[config.mk]
export PLATFORM = sky130hd
export DESIGN_NAME = video_sync_root_counter
export DESIGN_NICKNAME = d
export VERILOG_FILES = /design/src/sv/vsrc_pkg.sv /design/src/sv/vsrc_core.sv /design/src/sv/video_sync_root_counter.sv
export SDC_FILE = /design/constraint.sdc
export NUM_CORES = 1
export LEC_CHECK = 0
export BUFFER_PORTS_ARGS = -buffer_cell sky130_fd_sc_hd__buf_2
export CORE_ASPECT_RATIO = 1.2
export CORE_MARGIN = 2
export CORE_UTILIZATION = 53
export CTS_CLUSTER_DIAMETER = 80
export DETAILED_ROUTE_END_ITERATION = 10
export GPL_ROUTABILITY_DRIVEN = 0
export PLACE_DENSITY = 0.76
export SLEW_MARGIN = 20
export SYNTH_ARGS = -nofsm -noshare
export SYNTH_HDL_FRONTEND = slang
export SYNTH_SLANG_ARGS = --single-unit
[constraint.sdc]
create_clock -name clk -period 2.55 [get_ports clk]
set_clock_uncertainty 0.1 [all_clocks]
set_input_delay 0.255 -clock clk [delete_from_list [all_inputs] [get_ports clk]]
set_output_delay 0.255 -clock clk [all_outputs]
set_load 0.05 [all_outputs]
[src/sv/vsrc_pkg.sv]
package vsrc_pkg;

  // item operation codes
  localparam logic [1:0] OP_TICK  = 2'd0;
  localparam logic [1:0] OP_READ  = 2'd1;
  localparam logic [1:0] OP_WRITE = 2'd2;

  // tick sources
  localparam logic [1:0] SRC_SYSTEM = 2'd0;
  localparam logic [1:0] SRC_HBLANK = 2'd1;
  localparam logic [1:0] SRC_VBLANK = 2'd2;

  // register offsets
  localparam logic [3:0] OFF_COUNT  = 4'd0;
  localparam logic [3:0] OFF_MODE   = 4'd4;
  localparam logic [3:0] OFF_TARGET = 4'd8;

  // mode word bit positions
  localparam int SYNC_LO  = 1;
  localparam int SYNC_HI  = 2;
  localparam int RST_BIT  = 3;
  localparam int SRC_BIT  = 8;
  localparam int TGT_FLAG = 11;
  localparam int WRAP_FLAG = 12;

  localparam logic [1:0]  SYNC_WAIT = 2'd3;
  localparam logic [15:0] COUNT_MAX = 16'hffff;

  typedef struct packed {
    logic [1:0]  mode;
    logic [1:0]  tick_source;
    logic [3:0]  reg_offset;
    logic [15:0] write_data;
  } vsrc_item_t;

endpackage

[src/sv/vsrc_core.sv]
module vsrc_core import vsrc_pkg::*; (
  input  logic        clk,
  input  logic        rst,
  input  logic        fire,
  input  vsrc_item_t  item,
  output logic [15:0] result
);

  logic [15:0] count_value, count_value_next;
  logic [15:0] mode_word, mode_word_next;
  logic [15:0] target_value, target_value_next;
  logic        wait_vblank, wait_vblank_next;

  logic [1:0] selected;
  logic       rot;

  assign selected = {1'b0, mode_word[SRC_BIT]};
  assign rot      = mode_word[RST_BIT];

  always_comb begin
    count_value_next  = count_value;
    mode_word_next    = mode_word;
    target_value_next = target_value;
    wait_vblank_next  = wait_vblank;
    result            = '0;
    if (fire) begin
      case (item.mode)
        OP_TICK: begin
          if (wait_vblank) begin
            if (item.tick_source == SRC_VBLANK) begin
              wait_vblank_next = 1'b0;
              count_value_next = '0;
            end
          end else if (item.tick_source == selected) begin
            if (rot && count_value == target_value) begin
              mode_word_next[TGT_FLAG] = 1'b1;
              count_value_next         = '0;
            end else if (!rot && count_value == COUNT_MAX) begin
              mode_word_next[WRAP_FLAG] = 1'b1;
              count_value_next          = '0;
            end else begin
              count_value_next = count_value + 16'd1;
            end
          end
        end
        OP_READ: begin
          if (item.reg_offset == OFF_COUNT) begin
            result = count_value;
          end else if (item.reg_offset == OFF_MODE) begin
            result                    = mode_word;
            mode_word_next[TGT_FLAG]  = 1'b0;
            mode_word_next[WRAP_FLAG] = 1'b0;
          end else if (item.reg_offset == OFF_TARGET) begin
            result = target_value;
          end
        end
        OP_WRITE: begin
          if (item.reg_offset == OFF_COUNT) begin
            count_value_next = item.write_data;
          end else if (item.reg_offset == OFF_MODE) begin
            mode_word_next = item.write_data;
            if (item.write_data[SYNC_HI:SYNC_LO] == SYNC_WAIT) begin
              wait_vblank_next = 1'b1;
            end
          end else if (item.reg_offset == OFF_TARGET) begin
            target_value_next = item.write_data;
          end
        end
        default: begin
        end
      endcase
    end
  end

  always_ff @(posedge clk) begin
    if (rst) begin
      count_value  <= '0;
      mode_word    <= '0;
      target_value <= '0;
      wait_vblank  <= 1'b0;
    end else begin
      count_value  <= count_value_next;
      mode_word    <= mode_word_next;
      target_value <= target_value_next;
      wait_vblank  <= wait_vblank_next;
    end
  end

endmodule

[src/sv/video_sync_root_counter.sv]
// Root counter with target: one transaction per item in, one result transaction
// per item out. Items are clock ticks (system, hblank or vblank source) or
// 16-bit register accesses at offset 0 (count), 4 (mode) and 8 (target). The
// block takes one item every clock cycle while results are taken. A result is
// offered once its item has passed the input register and the result register,
// with the state update (compare plus increment) made as the item moves from
// one to the other. A stalled output holds two items (input register plus
// result register) before in_ready drops.
// Reading the mode register returns the flags and clears them; a mode write
// with sync mode 3 makes the counter ignore ticks until a vblank tick, which
// clears it. read_data is 0 for ticks, writes, unused op codes and unknown offsets.
module video_sync_root_counter import vsrc_pkg::*; (
  input  logic        clk,
  input  logic        rst,
  input  logic        in_valid,
  output logic        in_ready,
  input  logic [1:0]  mode,
  input  logic [1:0]  tick_source,
  input  logic [3:0]  reg_offset,
  input  logic [15:0] write_data,
  output logic        out_valid,
  input  logic        out_ready,
  output logic [15:0] read_data
);

  // input register
  logic       held;
  vsrc_item_t item;

  // result register
  logic        out_full;
  logic [15:0] out_data;

  logic        advance;
  logic [15:0] result;

  // an item moves to the result register when that slot is free or draining
  assign advance  = held && (!out_full || out_ready);
  assign in_ready = !held || advance;

  assign out_valid = out_full;
  assign read_data = out_data;

  always_ff @(posedge clk) begin
    if (rst) begin
      held     <= 1'b0;
      out_full <= 1'b0;
    end else begin
      if (in_ready) begin
        held <= in_valid;
      end
      if (advance) begin
        out_full <= 1'b1;
      end else if (out_ready) begin
        out_full <= 1'b0;
      end
    end
  end

  // payload registers, no reset needed
  always_ff @(posedge clk) begin
    if (in_ready && in_valid) begin
      item.mode        <= mode;
      item.tick_source <= tick_source;
      item.reg_offset  <= reg_offset;
      item.write_data  <= write_data;
    end
    if (advance) begin
      out_data <= result;
    end
  end

  // state update happens once, as the item leaves the input register
  vsrc_core u_core (
    .clk    (clk),
    .rst    (rst),
    .fire   (advance),
    .item   (item),
    .result (result)
  );

endmodule

; ---- Word-level counts from Yosys, hierarchy flattened
; Cells that the tools add are included.
[word_totals]
ff_bits = 91
wordCells = 86
[op_classes]
n_addsub = 1
eq_ne = 22
n_mux = 28
bitwise_logic = 2
reduce_logical = 20
[ops]
columns = operator, n
row1 = 16-bit two-way mux, 9
row2 = 16-bit case mux with 2 select lines, 1
row3 = 13-bit two-way mux, 2
row4 = 16-bit by 1-bit adder with 16-bit output (second input constant), 1
row5 = 16-bit equality test, 1
row6 = 16-bit equality test (second input constant), 1
row7 = 5-bit AND reduction, 3
row8 = 2-bit by 1-bit inequality test with 1-bit output (second input constant), 7
row9 = 1-bit two-way mux, 10
row10 = 10-bit AND reduction, 1
row11 = 9-bit AND reduction, 1
row12 = 2-bit two-way mux, 4
row13 = 2-bit inequality test (second input constant), 4
row14 = 2-bit equality test (second input constant), 3
row15 = 2-bit case mux with 3 select lines, 1
row16 = 4-bit by 3-bit equality test with 1-bit output (second input constant), 1
row17 = 4-bit equality test (second input constant), 1
row18 = 1-bit logical AND, 4
row19 = 4-bit logical NOT, 1
row20 = 4-bit AND reduction, 1
row21 = 2-bit nonzero test, 2
row22 = 1-bit logical NOT, 3
row23 = 3-bit by 1-bit inequality test with 1-bit output (second input constant), 1
row24 = 3-bit inequality test (second input constant), 1
row25 = 7 further kinds, 9

; ---- Depth between registers and ports, before layout
; Gate-level depths: netlist of run 1.
[logic_depth]
depth_word = 7
depth_mapped = 8
mapped_depth_nobuf = 7

; ---- Cells and area by module
; From an unflattened synthesis of run 1, not the netlist that was laid out.
[unflattened]
hier_cells = 477
hier_area_um2 = 4347.9
[modules_own_cells]
columns = module, instances, cells_per_inst, area_each_um2, seq_area_each_um2
row1 = vsrc_core, 1, 427, 3042.9, 980.9
row2 = video_sync_root_counter, 1, 50, 1305.0, 1241.2

; ---- Least setup slack after synthesis of run 1
; OpenSTA, ideal clock, no wires.
[synth_path]
path_type = flip-flop to flip-flop
start = register out_full, in the netlist out_valid
end = register u_core.target_value[6]
setup_time_ps = 128
t_arrival_ps = 2565
t_required_ps = 2322
slack_ps = -242
path_stages_with_launch = 7
synth_period_minus_slack_ps = 2792
path_cell_list = dfxtp_1 -> nor2b_1 -> nor2b_1 -> nand4_2 -> buf_2 -> mux2i_1 -> nor2_1
[synth_via]
elab_chain_len = 4
[synth_lines]
columns = item, line_no
row1 = start: declaration, video_sync_root_counter.sv:31  ; logic out_full;
row2 = start signal: assignment, video_sync_root_counter.sv:47  ; out_full <= 1'b0;
row3 = start signal: assignment, video_sync_root_counter.sv:53  ; out_full <= 1'b1;
row4 = start signal: assignment, video_sync_root_counter.sv:55  ; out_full <= 1'b0;
row5 = 1-bit logical NOT, video_sync_root_counter.sv:38  ; assign advance = held && (!out_full || out_ready);
row6 = 1-bit logical OR, video_sync_root_counter.sv:38
row7 = 1-bit logical AND, video_sync_root_counter.sv:38
row8 = named net advance, video_sync_root_counter.sv:34  ; logic advance;
row9 = 5-bit AND reduction (no source line), -
row10 = end signal: assignment, vsrc_core.sv:84  ; target_value <= target_value_next;
row11 = end: declaration, vsrc_core.sv:11  ; logic [15:0] target_value, target_value_next;
; The timed path passes the listed nets, and every way through them passes these cells.
; A chain may end at the register's enable or synchronous reset.

; ---- Worst setup path after layout of run 1
[layout_path]
start = register u_core.count_value[0]
end = register u_core.count_value[0]
[layout_via]
elab_chain_len = 7
word_cells_on_any_way = 10
classes_between = add/sub (1) / eq/ne (2) / mux (5) / reduce/logical (2)
[layout_lines]
columns = item, line_no
row1 = start: declaration, vsrc_core.sv:9  ; logic [15:0] count_value, count_value_next;
row2 = start signal: assignment, vsrc_core.sv:82  ; count_value <= count_value_next;
row3 = branches (longest 3 deep; another with 16-bit by 1-bit adder with 16-bit output), -
row4 = 16-bit two-way mux (*), vsrc_core.sv:35  ; if (rot && count_value == target_value) begin
row5 = 16-bit two-way mux (*), vsrc_core.sv:34  ; end else if (item.tick_source == selected) begin
row6 = 16-bit two-way mux (*), vsrc_core.sv:29  ; if (wait_vblank) begin
row7 = 16-bit case mux with 2 select lines (*), vsrc_core.sv:27  ; case (item.mode)
; Every way passes the cells marked *. The select of a mux whose other input is x is not followed.

==> impl_metrics.csv, run 1 <==
group,metric,value,unit
floorplanning,ios,46,
run_status,status,"finished, final reports clean",
detailed_routing,first_pass_iters,5,
global_route,antenna_found_initial,0,
detailed_routing,num_vias,3614,
timing,slew_headroom,46.13,%
synthesis,synthCells,428,
synthesis,synth_seq_cells,91,
layout,layout-drive-gt1-share,18.31,%
detailed_routing,drt_wl_total,10.88,mm
placed_design,io_buffers,45,
synthesis,synth-edff-count,40,
timing,layout_setup_ws,174.0,ps
job,drv.max_cap_violation_count,0,
synthesis,synth_ff_type,"dfxtp_1",
floorplanning,core,7751,µm²
clock_network,htreeDepth,3,
pwr,powerDensity,565.6,nW/µm²
timing,setup_violations,0,
synthesis,yosysSeqAreaShare,51.99,%
critical_path,crit_fanout,9,
hold_path,min-delay-start,"out_ready",
timing,rsz0062_at_grt,"no",
detailed_routing,wl_per_cell,18.48,µm
placed_design,pre_cts_ws,117.9,ps
global_route,grt_pass1_vias,3570,
timing,worstMarginPinSlew,806.1,ps
detailed_routing,vias_per_cell,6.136,
timing,tns,0,ps
clock_network,cts-root-buf,"clkbuf_8",
layout,final_common_cell,"dfxtp_1",
clock_network,clk_latency,370,ps
global_route,grt.overflow.total,0,
floorplanning,initial_utilization,55.14,%
critical_path,crit_chain,"ha_1 > nand3_2 > nor4_4 > nand4b_4 > nor2b_1 > a221oi_2 > nor3_1",
clock_network,cts_setup_buffers,0,
critical_path,cp_slowest_stage_delay,480,ps
detailed_routing,drc,0,
global_route,grt_max_degree,32,
critical_path,slowest_stage,"dfxtp_1",
placed_design,dp_hpwl,7.074,mm
synthesis,synthArstFlopShare,0,%
global_route,grt_first_pass_wirelength,17.74,mm
pwr,total_power,2.864,mW
floorplanning,dieWidth,85.98,µm
pwr,vdd_drop_max,0.0003523,V
critical_path,end_kind,"register",
critical_path,cp_data_required_time,2680,ps
floorplanning,die-area,8801,µm²
timing,hold_violations,0,
layout,fillers,590,
pwr,p_leak,1.991,nW
critical_path,cp.arrival,2510,ps
global_route,gr-usage-all-layers,26.22,%
timing,timing.hold.ws,117.9,ps
critical_path,cp-startpoint,"u_core.count_value[0]$_SDFFE_PP0P_",
detailed_routing,drtIter0Drc,327,
clock_network,cts_sinks,91,
layout,multi_input_area,1893,µm²
critical_path,crit-reg2reg-launch,"u_core.count_value[0]$_SDFFE_PP0P_",
synthesis,ys_types,56,
hold_path,min_path_type,"in2reg",
clock_network,cts-buffers-inserted,9,
clock_network,clkSlewWorstSetupHoldPaths,90,ps
timing,post-route-period-util,93.18,%
synthesis,yosys_warnings,0,
layout,final_cell_mix,"51 x dfxtp_1, 45 x buf_2, 42 x nor2_1",
clock_network,cts_buffer_depth,2,
floorplanning,die_h,102.4,µm
synthesis,synth_nets,457,
layout,finalNetCount,521,
layout,regArea,2222,µm²
layout,areaGrowthSynthToFinish,18.47,%
synthesis,syn_area_per_cell,9.986,µm²
timing,maxSlewViolCount,0,
floorplanning,row_count,35,
layout,diodes,0,
detailed_routing,ant_nets,0,
timing,max_freq,0.4209,GHz
critical_path,startpoint_type,"register",
synthesis,synth_area,4274,µm²
timing,fin_crit,2376,ps
clock_network,cts_tree,"built",
critical_path,crit_type,"reg2reg",
## logic make-up after synthesis
kind of cell	after synthesis	synth area share, %
simple gates	137	16.80
compound gates	108	15.72
flops	91	51.99
buf+inv	42	4.215
mux	32	7.494
xor+xnor	17	3.484
fa+ha+maj	1	0.2927
## Yosys cell counts, types with 4 or more instances
| master | count | area, µm² |
|---|---|---|
| edfxtp_1 | 40 | 1201 |
| mux2i_1 | 32 | 320.3 |
| o32ai_1 | 7 | 61.31 |
| and3_1 | 5 | 31.28 |
| nand2_1 | 29 | 108.9 |
| buf_2 | 8 | 40.04 |
| inv_1 | 11 | 41.29 |
| o21ai_0 | 36 | 180.2 |
| dfxtp_1 | 51 | 1021 |
| xor2_1 | 5 | 43.79 |
| nor3_1 | 11 | 55.05 |
| nor4_1 | 4 | 25.02 |
| xnor2_1 | 12 | 105.1 |
| nor2b_1 | 6 | 37.54 |
| nand4_1 | 7 | 43.79 |
| nor2_1 | 42 | 157.7 |
| nand2b_1 | 5 | 31.28 |
| clkbuf_1 | 20 | 75.07 |
| a21oi_1 | 30 | 150.1 |
| a31oi_1 | 10 | 62.56 |
| a22oi_1 | 8 | 60.06 |
| nand3_1 | 10 | 50.05 |
## state kept, by name, summed over array words and instances (netlist names)
signal               count
u_core.target_value     16
out_valid                1
u_core.wait_vblank       1
u_core.mode_word        16
read_data               16
item                    24
u_core.count_value      16
held                     1
## through the flow
step	area (µm²)	std cells	util [%]
floorplan	4277	428	-
global placement	4596	548	59.29
detailed placement	4596	548	59.29
CTS	5045	589	65.08
global route	5064	589	65.33
finish	5064	589	65.33
## power breakdown
part | switching (mW) | internal (mW)
clock | 0.536 | 0.462
combinational | 0.166 | 0.0949
sequential | 0.0397 | 1.57
total | 0.742 | 2.12
## worst paths after layout
path	endpoint	slack, ps	cells after the start
hold / removal	out_valid$_SDFFE_PP0P_	120	4
setup reg to reg	u_core.count_value[0]$_SDFFE_PP0P_	170	7
setup / recovery	u_core.count_value[0]$_SDFFE_PP0P_	170	7
hold reg to reg	u_core.mode_word[11]$_SDFFE_PP0P_	400	2
## what timing repair did
item,in CTS,in global routing
hold endpoints to repair,25,0
setup endpoints to repair,0,1
hold buffers,25,0
gates resized for setup,0,2
## area by class of cell
type | instances | area share [%]
clock inverter | 6 | 1.408
inverter | 11 | 0.8154
tap | 92 | 2.273
multi-input combinational | 295 | 37.39
sequential | 91 | 43.88
clock buffer | 10 | 2.520
timing repair buffer | 84 | 11.71
## critical path, delay by kind of cell (launching register included)
family                     cells  cell delay, ps
DFF                            1             480
and+or+nand+nor                5            1140
AOI/OAI and AO/OA              1             270
adders and majority gates      1             250
## metal layers
metal | vias up | share of wire (%) | global-route usage [%]
met3 | 45 | 5.6 | 4.039
met1 | 1717 | 41 | 31.63
met2 | 156 | 48 | 42.64
li1 | 1696 | - | -
met4 | 0 | 5.7 | 18.93
met5 | - | 0 | 0
Note: power is estimated with default switching activity, not from simulation.
==> inputs of run 2 (changes only) <==
MAX_ROUTING_LAYER = met4   (was default)
clock period = 2.1 ns   (was 2.55 ns; I/O delays follow)
==> run 2 against run 1 <==
  * The run now ends with negative setup slack left
  * Routed wire length increased by 5.2%
  * Non-clock buffer count increased by 25
  * Via count increased by 5.9%
  * Clock power increased by 30%
  * Worst hold slack got worse by 62 ps
  * Fmax increased by 13%
  * Sequential share of layout area decreased by 2.0 points
  * Utilization increased by 3.1 points
  * Global-route usage increased by 1.5 points
  * Count of clock-buffer cells in the layout unchanged
  * Die area unchanged
==> impl_metrics.csv, run 2 (same netlist as run 1, synthesis figures left out) <==
group,metric,value,unit
run_status,status,"finished with violations",
run_status,violations,"negative setup slack",
clock_network,cts_tree,"built",
detailed_routing,ant_nets,0,
layout,final_area,5303,µm²
global_route,grt_max_degree,30,
detailed_routing,routed-wl-met2,5.647,mm
placed_design,dp_hpwl,7.741,mm
floorplanning,die-area,8801,µm²
clock_network,cts_buffer_depth,2,
detailed_routing,route.met3.wl,694,µm
layout,final_common_cell,"dfxtp_1",
global_route,grt_pass1_vias,3725,
clock_network,htreeDepth,3,
timing,layout_setup_ws,-3.777,ps
timing,slew_headroom,63.09,%
detailed_routing,drt_wl_total,11.45,mm
global_route,grt.overflow.total,0,
placed_design,placed_cell_area,4792,µm²
hold_path,min_path_type,"in2reg",
detailed_routing,top_layer_used,"met4",
timing,worstMarginPinSlew,553.7,ps
timing,hold_violations,0,
floorplanning,dieWidth,85.98,µm
layout,diodes,0,
timing,post-route-period-util,100.2,%
critical_path,crit_chain,"xor2_1 > or3_4 > a221oi_2 > buf_4 > nand2b_1 > o32ai_1",
critical_path,crit_type,"reg2reg",
critical_path,cp_slowest_stage_delay,410,ps
clock_network,cts-buffers-inserted,9,
layout,areaGrowthSynthToFinish,24.06,%
timing,fin_crit,2104,ps
pwr,powerDensity,677.7,nW/µm²
pwr,vdd_drop_max,0.0004996,V
detailed_routing,wl_met1,4.709,mm
timing,tns,-5.079,ps
floorplanning,die_h,102.4,µm
global_route,gr-usage-all-layers,27.71,%
global_route,grt_first_pass_wirelength,18.18,mm
critical_path,crit_fanout,14,
timing,rsz0062_at_grt,"yes",
detailed_routing,vias_per_cell,6.226,
floorplanning,ios,46,
floorplanning,core,7751,µm²
critical_path,slowest_stage,"edfxtp_1",
layout,fillers,565,
critical_path,path_buf_inv,1,
global_route,antenna_found_initial,0,
detailed_routing,num_vias,3829,
job,drv.max_cap_violation_count,0,
timing,maxSlewViolCount,0,
clock_network,clkSlewWorstSetupHoldPaths,80,ps
detailed_routing,wl_per_cell,18.61,µm
pwr,p_leak,2.124,nW
clock_network,clk_latency,370,ps
detailed_routing,first_pass_iters,5,
clock_network,cts_sinks,91,
layout,top_register,"item",
detailed_routing,drtIter0Drc,315,
clock_network,cts-root-buf,"clkbuf_8",
critical_path,cp.arrival,2280,ps
critical_path,end_kind,"register",
timing,setup_violations,2,
critical_path,cp_data_required_time,2280,ps
critical_path,startpoint_type,"register",
layout,finalNetCount,547,
detailed_routing,drc,0,
layout,largest_reg_flops,24,
floorplanning,row_count,35,
layout,final_cell_mix,"50 x dfxtp_1, 45 x buf_2, 42 x nor2_1",
timing,max_freq,0.4753,GHz
critical_path,crit_family,"simple AND/OR/NAND/NOR gates",
placed_design,io_buffers,45,
layout,layout-drive-gt1-share,23.52,%
floorplanning,initial_utilization,55.14,%
run 2: timing repair:
action / 4_1_cts / 5_1_grt
endpoints found under the hold margin: 25 / 0
setup buffers: 0 / 0
gates resized for setup: 0 / 8
endpoints found under the setup margin: 0 / 20
hold buffers: 25 / 0
run 2: where the power goes:
part	total, mW	switching (mW)	internal (mW)
clock	1.30	0.623	0.674
sequential	1.94	0.0422	1.90
combinational	0.353	0.220	0.132
total	3.59	0.886	2.71
run 2: layer usage:
metal / global-route usage, % / vias to the layer above
li1: - / 1749
met2: 46.63 / 199
met4: 14.65 / 0
met5: - / -
met3: 3.796 / 39
met1: 32.13 / 1842
run 2: cell type report:
type,count,area (µm²),area share [%]
clock buffer,10,127.6,2.407
clock inverter,6,90.09,1.699
inverter,11,41.29,0.7787
multi-input combinational,296,1933,36.46
sequential,91,2223,41.93
tap,92,115.1,2.171
timing repair buffer,109,772.0,14.56
run 2: final timing paths:
check | start | endpoint | slack, ps | cells after the start
setup / recovery | item[20]$_DFFE_PP_ | u_core.count_value[7]$_SDFFE_PP0P_ | -4 | 6
setup reg to reg | item[20]$_DFFE_PP_ | u_core.count_value[7]$_SDFFE_PP0P_ | -4 | 6
hold / removal | rst | u_core.target_value[12]$_SDFFE_PP0P_ | 60 | 2
hold reg to reg | u_core.mode_word[11]$_SDFFE_PP0P_ | u_core.mode_word[11]$_SDFFE_PP0P_ | 390 | 2
run 2: stage by stage:
step | setup slack, ps | hold slack, ps | cells | util, % | power [mW]
2_1_floorplan | 34.45 | 208.9 | 428 | - | 2.165
3_3_place_gp | 67.48 | 286.5 | 573 | 61.82 | 2.282
3_5_place_dp | 32.64 | 288.1 | 573 | 61.82 | 2.289
4_1_cts | 10.78 | 58.25 | 614 | 67.86 | 3.593
5_1_grt | -98.39 | 79.83 | 615 | 68.41 | 3.697
6_report | -3.777 | 56.29 | 615 | 68.41 | 3.594
